$ cat src/rtl/rist_pkg.sv
// Shared types and constants for the request id slot table.
package rist_pkg;

    localparam int ENTRIES_DEFAULT = 32;
    localparam int OP_W            = 2;
    localparam int ID_W            = 16;
    localparam int INDEX_W         = 5;
    localparam int COUNT_W         = 6;

    localparam logic [OP_W-1:0] OP_ALLOCATE = 2'd0;
    localparam logic [OP_W-1:0] OP_RELEASE  = 2'd1;
    localparam logic [OP_W-1:0] OP_CLEAR    = 2'd2;

    typedef struct packed {
        logic            valid;
        logic [OP_W-1:0] op;
        logic [ID_W-1:0] id;
        logic            found;
    } req_t;

endpackage

$ cat src/rtl/rist_cell.sv
// One slot of the table: holds valid and id, acts on each request passing by.
module rist_cell
    import rist_pkg::*;
#(
    parameter int IDX_W = 5,
    parameter int INDEX = 0
)
(
    input  logic             clk,
    input  logic             rst_n,
    input  logic             advance,
    input  req_t             up,
    input  logic [IDX_W-1:0] up_where,
    output req_t             dn,
    output logic [IDX_W-1:0] dn_where
);

    logic            slot_valid_reg;
    logic            slot_valid_next;
    logic [ID_W-1:0] slot_id_reg;
    logic            dn_valid_reg;
    req_t            dn_req_reg;
    req_t            dn_req_next;
    logic [IDX_W-1:0] dn_where_reg;
    logic            claim_alloc;
    logic            claim_release;
    logic            claim;

    assign claim_alloc   = up.valid && (up.op == OP_ALLOCATE) && !up.found && !slot_valid_reg;
    assign claim_release = up.valid && (up.op == OP_RELEASE) && !up.found && slot_valid_reg
                           && (slot_id_reg == up.id);
    assign claim         = claim_alloc || claim_release;

    always_comb
    begin
        slot_valid_next = slot_valid_reg;
        if (claim_alloc)
        begin
            slot_valid_next = 1'b1;
        end
        else if (claim_release || (up.valid && (up.op == OP_CLEAR)))
        begin
            slot_valid_next = 1'b0;
        end
    end

    always_comb
    begin
        dn_req_next       = up;
        dn_req_next.found = up.found || claim;
    end

    always_ff @(posedge clk or negedge rst_n)
    begin
        if (!rst_n)
        begin
            slot_valid_reg <= 1'b0;
            dn_valid_reg   <= 1'b0;
        end
        else if (advance)
        begin
            slot_valid_reg <= slot_valid_next;
            dn_valid_reg   <= up.valid;
        end
    end

    always_ff @(posedge clk)
    begin
        if (advance)
        begin
            if (claim_alloc)
            begin
                slot_id_reg <= up.id;
            end
            dn_req_reg   <= dn_req_next;
            dn_where_reg <= claim ? IDX_W'(INDEX) : up_where;
        end
    end

    always_comb
    begin
        dn       = dn_req_reg;
        dn.valid = dn_valid_reg;
    end
    assign dn_where = dn_where_reg;

endmodule

$ cat src/rtl/request_id_slot_table.sv
// Top level of the request id slot table: a chain of slot cells and a response stage.
// A request enters the first slot cell and moves one cell per clock unless stalled;
// each cell claims it (allocate into a free slot, release on an id match), clears
// itself on clear-all, or passes it on. The first cell to claim wins, which gives
// lowest-slot priority. After ENTRIES cells the request lands in the response
// register, where the free count is updated, and one request can enter every clock
// while no stall is held. The whole chain holds while a response waits under stall.
module request_id_slot_table
    import rist_pkg::*;
#(
    parameter int ENTRIES = ENTRIES_DEFAULT
)
(
    input  logic               clk,
    input  logic               rst_n,
    input  logic               req_valid,
    output logic               req_stall,
    input  logic [OP_W-1:0]    operation,
    input  logic [ID_W-1:0]    request_id,
    output logic               rsp_valid,
    input  logic               rsp_stall,
    output logic               success,
    output logic [INDEX_W-1:0] slot_index,
    output logic [COUNT_W-1:0] free_slots
);

    localparam int IDX_W = (ENTRIES > 1) ? $clog2(ENTRIES) : 1;
    localparam int CNT_W = $clog2(ENTRIES + 1);

    req_t             chain [ENTRIES+1];
    logic [IDX_W-1:0] chain_where [ENTRIES+1];
    logic             advance;

    logic             rsp_valid_reg;
    logic             success_reg;
    logic [IDX_W-1:0] where_reg;
    logic [CNT_W-1:0] free_reg;
    logic [CNT_W-1:0] free_next;
    logic [IDX_W+INDEX_W-1:0] where_ext;
    logic [CNT_W+COUNT_W-1:0] free_ext;
    req_t             last;

    assign advance   = !rsp_valid_reg || !rsp_stall;
    assign req_stall = !advance;

    assign chain[0].valid = req_valid;
    assign chain[0].op    = operation;
    assign chain[0].id    = request_id;
    assign chain[0].found = 1'b0;
    assign chain_where[0] = '0;

    for (genvar k = 0; k < ENTRIES; k++)
    begin : g_cell
        rist_cell #(
            .IDX_W (IDX_W),
            .INDEX (k)
        ) u_cell (
            .clk      (clk),
            .rst_n    (rst_n),
            .advance  (advance),
            .up       (chain[k]),
            .up_where (chain_where[k]),
            .dn       (chain[k+1]),
            .dn_where (chain_where[k+1])
        );
    end

    assign last = chain[ENTRIES];

    always_comb
    begin
        free_next = free_reg;
        case (last.op)
            OP_ALLOCATE: if (last.found) free_next = free_reg - CNT_W'(1);
            OP_RELEASE:  if (last.found) free_next = free_reg + CNT_W'(1);
            OP_CLEAR:    free_next = CNT_W'(ENTRIES);
            default:     free_next = free_reg;
        endcase
    end

    always_ff @(posedge clk or negedge rst_n)
    begin
        if (!rst_n)
        begin
            rsp_valid_reg <= 1'b0;
            free_reg      <= CNT_W'(ENTRIES);
        end
        else if (advance)
        begin
            rsp_valid_reg <= last.valid;
            if (last.valid)
            begin
                free_reg <= free_next;
            end
        end
    end

    always_ff @(posedge clk)
    begin
        if (advance && last.valid)
        begin
            success_reg <= last.found || (last.op == OP_CLEAR);
            where_reg   <= last.found ? chain_where[ENTRIES] : '0;
        end
    end

    assign where_ext  = {{INDEX_W{1'b0}}, where_reg};
    assign free_ext   = {{COUNT_W{1'b0}}, free_reg};
    assign rsp_valid  = rsp_valid_reg;
    assign success    = success_reg;
    assign slot_index = where_ext[INDEX_W-1:0];
    assign free_slots = free_ext[COUNT_W-1:0];

endmodule

$ cat config.mk
export PLATFORM = sky130hd
export DESIGN_NAME = request_id_slot_table
export DESIGN_NICKNAME = d
export VERILOG_FILES = /design/src/rtl/rist_pkg.sv /design/src/rtl/rist_cell.sv /design/src/rtl/request_id_slot_table.sv
export SDC_FILE = /design/constraint.sdc
export NUM_CORES = 2
export LEC_CHECK = 0
export BUFFER_PORTS_ARGS = -buffer_cell sky130_fd_sc_hd__buf_4
export CAP_MARGIN = 20
export CORE_ASPECT_RATIO = 0.5
export CORE_MARGIN = 3
export CORE_UTILIZATION = 60
export DETAILED_ROUTE_END_ITERATION = 16
export PLACE_DENSITY = 0.82
export SETUP_SLACK_MARGIN = 0.02
export SLEW_MARGIN = 20
export SYNTH_ARGS = -nofsm -noshare
export SYNTH_HDL_FRONTEND = slang
export SYNTH_SLANG_ARGS = --single-unit
export TNS_END_PERCENT = 50
$ cat constraint.sdc
create_clock -name clk -period 36 [get_ports clk]
set_input_delay 0 -clock clk [delete_from_list [all_inputs] [get_ports clk]]
set_output_delay 0 -clock clk [all_outputs]
set_load 0.01 [all_outputs]
### Word-level counts from Yosys, hierarchy flattened

Index checks and enable logic that the tools add are counted.

* input port bits: 22
* bits in read-only memories: 0
* register bits after elaboration: 1310
* logic and storage cells: 944
* output and inout bits: 14
* latch bits: 0
* bits in writable memories: 0
* memories kept: 0

* $mul: 0
* equality and inequality tests: 100
* div/mod/pow operators: 0
* shift operators: 0
* bitwise operators: 0
* add/sub/neg operators: 2
* order comparisons: 0
* reduce and logical (&&, ||, !) cells: 549
* mux-type cells: 67

Operators with widths (number)
* 16-bit equality test: 32
* 1-bit logical AND: 255
* 2-bit AND reduction: 64
* 1-bit logical OR: 97
* 2-bit by 1-bit equality test with 1-bit output, second input constant: 33
* 2-bit equality test, second input constant: 33
* 1-bit zero test: 66
* 2-bit zero test: 33
* 1-bit two-way mux: 64
* 2-bit nonzero test: 32
* 6-bit case mux with 3 select lines: 1
* 6-bit two-way mux: 2
* 6-bit by 1-bit adder with 6-bit output, second input constant: 1
* 6-bit by 1-bit subtractor with 6-bit output, second input constant: 1
* 5-bit AND reduction: 1
* 2-bit by 1-bit inequality test with 1-bit output, second input constant: 2
* 3-bit nonzero test: 1

### Logic depth before layout (Yosys ltp)

* word-level depth: 8
* mapped depth: 8

### By module

A second synthesis with hierarchy kept.

* cell total of the unflattened synthesis: 2896
* area total of the unflattened synthesis: 51479.4 um2

Modules (own cells, without submodules)
* rist_cell at g_cell[10].u_cell ...: area an instance 1591.5 um2, instances 10, cells each 87
* rist_cell at g_cell[11].u_cell ...: area an instance 1582.8 um2, instances 10, cells each 89
* rist_cell at g_cell[16].u_cell ...: area an instance 1590.3 um2, instances 5, cells each 88
* rist_cell at g_cell[15].u_cell ...: area an instance 1577.8 um2, instances 5, cells each 90
* rist_cell at g_cell[0].u_cell: area an instance 1596.5 um2, instances 1, cells each 89
* rist_cell at g_cell[31].u_cell: area an instance 1572.8 um2, instances 1, cells each 90
* request_id_slot_table: area an instance 726.9 um2, instances 1, cells each 67

### Least setup slack after synthesis

Ideal clock, no wire load.

* kind: register to register
* from: register rsp_valid_reg (netlist: rsp_valid)
* to: register g_cell[0].u_cell.dn_req_reg, in the netlist g_cell[0].u_cell.dn[0] (enable)
* stages on the path, launching flop included: 4
* buffers on the path: 2
* slack: 14251 ps
* clock period less this slack: 21749 ps
* setup time: 1367 ps
* arrival: 20381 ps
* cells stage by stage: dfrtp_1 -> nand2_1 -> clkbuf_1 -> clkbuf_1

* cells in the longest elaborated chain, start to end: 2

Ends and longest elaborated chain
* start: declaration: line request_id_slot_table.sv:34 `logic rsp_valid_reg;`
* start signal: assignment: line request_id_slot_table.sv:90 `rsp_valid_reg <= last.valid;`
* 1-bit zero test: line request_id_slot_table.sv:43 `assign advance = !rsp_valid_reg || !rsp_stall;`
* 1-bit logical OR: line request_id_slot_table.sv:43
* net advance: line request_id_slot_table.sv:32 `logic advance;`
* end signal: assignment: line rist_cell.sv:75 `dn_req_reg <= dn_req_next;`
* end: declaration: line rist_cell.sv:22 `req_t dn_req_reg;`

The timed path passes the listed nets, and every way through them passes these cells.
A chain may end at the register's enable or synchronous reset.

### Worst setup path after layout

* from: register rsp_valid_reg (netlist: rsp_valid)
* to: register g_cell[26].u_cell.slot_id_reg[11] (enable)

* cells in the longest elaborated chain, start to end: 3

Ends and longest elaborated chain
* 1-bit zero test: line request_id_slot_table.sv:43
* 1-bit logical OR: line request_id_slot_table.sv:43
* 2-bit AND reduction (no source line)
* end signal: assignment: line rist_cell.sv:73 `slot_id_reg <= up.id;`
* end: declaration: line rist_cell.sv:20 `logic [ID_W-1:0] slot_id_reg;`

Every way passes these cells.

==> impl_metrics.ini <==
[outcome]
status = completed

[synthesis]
syn_area_um2 = 47900
syn_inst = 2616
ys.flop_type = edfxtp_1
synth_edf_count = 1239
yosysWarnings = 0
synth_nets = 2643
synth_cell_type_count = 45
async_flop_share_pct = 5.42
yosysSeqAreaShare_pct = 81.4
synth_top_area_share_pct = 77.7
synth_top_area_cell = edfxtp_1
avgSynthCellArea_um2 = 18.3
netlist_top_cells_area = edfxtp_1 78%, xnor2_1 6.1%, dfrtp_1 3.7%, xor2_1 3.3%, nand2_1 1.2%
ys_seq_elements = 1310

[critical_path]
start_kind = flop
rr_worst_depth = 4
crit_arrival_ns = 3.99
reg2reg_to = g_cell[26].u_cell.slot_id_reg[11]
r2r_slack_ns = 32.32
crit_fanout = 196
r2r_start = rsp_valid
crit_type = reg2reg
cpPeakStageDelay_ns = 0.79
cp_slowest_cell = buf_4
required_ns = 36.32
path_buf_inv = 2
critPathTopFamily = buffers and inverters
endpoint_kind = flop
path_cells = nand2_4, buf_12, buf_4, and2_1

[timing]
hold_viol_final = 0
fin_skew_ns = 0.0244
fin_crit_ns = 3.68
setup_tns_ns = 0
whs_ns = 0.0337
max_freq_mhz = 272
tightest_slew_ns = 1.15
slew_violations = 0
min_period_over_period_pct = 10.2
grt_setup_unrepaired = no
maxSlewHeadroom_pct = 23.0
setup_violations = 0

[floorplan]
ios = 36
core_area_um2 = 78100
die_h_um = 206
floorplan.initialDensity_pct = 61.3
die_w_um = 405
num_rows = 72
die_area_um2 = 83400

[grt]
grt_pass1_wl_um = 127000
antenna_found_initial = 0
grt_max_degree = 206
grt_pass1_vias = 22708
track_usage_pct = 19.7
overflow = 0

[run]
drv_cap = 0

[clock_network]
clk_latency_ns = 0.69
clk_pin_slew_ns = 0.06
post_cts_buffers = 0
tritoncts = built
post_cts_resize_count = 0
cts_buffer_depth = 3
cts_made_buffers = 103
hold_buffers = 22
root_buffer = clkbuf_16
ctsHtreeMaxLevel = 3
cts_sinks = 1310

[power]
vdd_drop_max_mv = 0.0590
power_density_nw_per_um2 = 87.2
power.total_w = 0.00464
p_leak_nw = 18.3

[drt]
dr_total_vias = 22167
routed_wl_um = 80000
first_iter_violations = 1996
drt_drc_violations_left = 0
wire_per_inst_um = 20.4
vias_per_cell = 5.67
detail-route-antenna-nets = 0
dr.pass1.iters = 5

[cells_and_area]
nets = 2813
drive_above_1_share_pct = 11.1
n_antenna_cell = 0
largest_reg_flops = 592
syn_to_final_growth_pct = 11.2

[min_path]
whs_path_depth = 2
hp-start = rsp_stall
holdPathEnd = g_cell[19].u_cell.dn[4]
worstHoldPathType = in2reg

[placement]
buffer_ports.inserted = 35
dpl.hpwl_um = 49200
gp_congestion = 0.798
-- stage by stage --
stage	std cells	utilization, %	area, um^2	setup WS, ns
finish	3912	68.1	53200	32.32
global route	3912	68.1	53200	32.05
CTS	3912	68.1	53200	32.32
detailed placement	3695	63.5	49600	32.33
global placement	3694	63.5	49600	32.50
floorplan	2616	-	47900	14.25
-- cell families after synthesis --
group | synth area share [%]
buffers and inverters | 0.251
DFF | 81.4
muxes | 0.0235
adders and majority gates | 0.131
xor gates and xnor gates | 9.44
AOI/OAI and AO/OA | 1.03
and+or+nand+nor | 7.70
-- worst max-delay path by stage --
stage	from	to	slack, ns	cells past startpoint
6_report	rsp_valid	g_cell[26].u_cell.slot_id_reg[11]	32.32	4
5_1_grt	rsp_valid	g_cell[27].u_cell.slot_id_reg[10]	32.05	4
4_1_cts	rsp_valid	g_cell[27].u_cell.slot_id_reg[10]	32.32	4
3_5_place_dp	rsp_valid	g_cell[26].u_cell.slot_id_reg[1]	32.33	4
3_3_place_gp	rsp_valid	g_cell[26].u_cell.slot_id_reg[3]	32.50	4
2_1_floorplan	rsp_valid	g_cell[0].u_cell.dn[0]	14.25	3
-- per-layer routing --
| layer | wire length, um | up-vias | global-route usage [%] |
|---|---|---|---|
| li1 | - | 10170 | - |
| met1 | 34300 | 11194 | 27.7 |
| met2 | 39200 | 672 | 32.0 |
| met3 | 4630 | 131 | 3.66 |
| met4 | 1850 | 0 | 5.87 |
| met5 | 0 | - | 0 |
-- area by class of cell --
type	instances	area, um^2
clock buffer	123	2680
timing repair buffer	80	691
sequential	1310	39000
inverter	17	63.8
multi-input combinational	1274	8810
tap	1036	1300
clock inverter	72	688
fill	4508	24900
-- cell usage in the layout, fill, tap and decap left out, types with 8 or more instances in the layout --
cell type and instances:
edfxtp_1 1239, xnor2_1 335, xor2_1 181, nand2_1 153, clkbuf_16 104, nand4_1 83
or2_2 76, dfrtp_1 70, nor2_1 61, buf_4 56, or3_1 52, nor4_1 46
nand3_1 46, and2_1 40, a21oi_1 26, clkinv_2 26, and3_1 24, or4_1 23
nor3_1 22, dlygate4sd3_1 21, o21ai_0 20, clkinv_1 20, clkbuf_1 18, inv_1 15
or3b_1 14, bufinv_16 11, nor4_2 9, nor2_2 9, a31oi_1 8
-- cells in the mapped netlist (20+ instances only) --
cell,count
nand3_1,46
xnor2_1,335
nor2_1,70
o21ai_0,20
or4_1,23
and2_1,40
and3_1,24
a21oi_1,26
edfxtp_1,1239
nand2_1,154
nor3_1,22
nor4_1,48
dfrtp_1,70
nand4_1,83
or3_1,52
xor2_1,181
or2_2,76
-- where the power goes --
part / switching (W) / internal [W]
clock network: 0.000524 / 0.000617
logic: 0.000322 / 0.000303
registers: 0.000440 / 0.00244
total: 0.00129 / 0.00336
(Power assumes the default switching activity.)
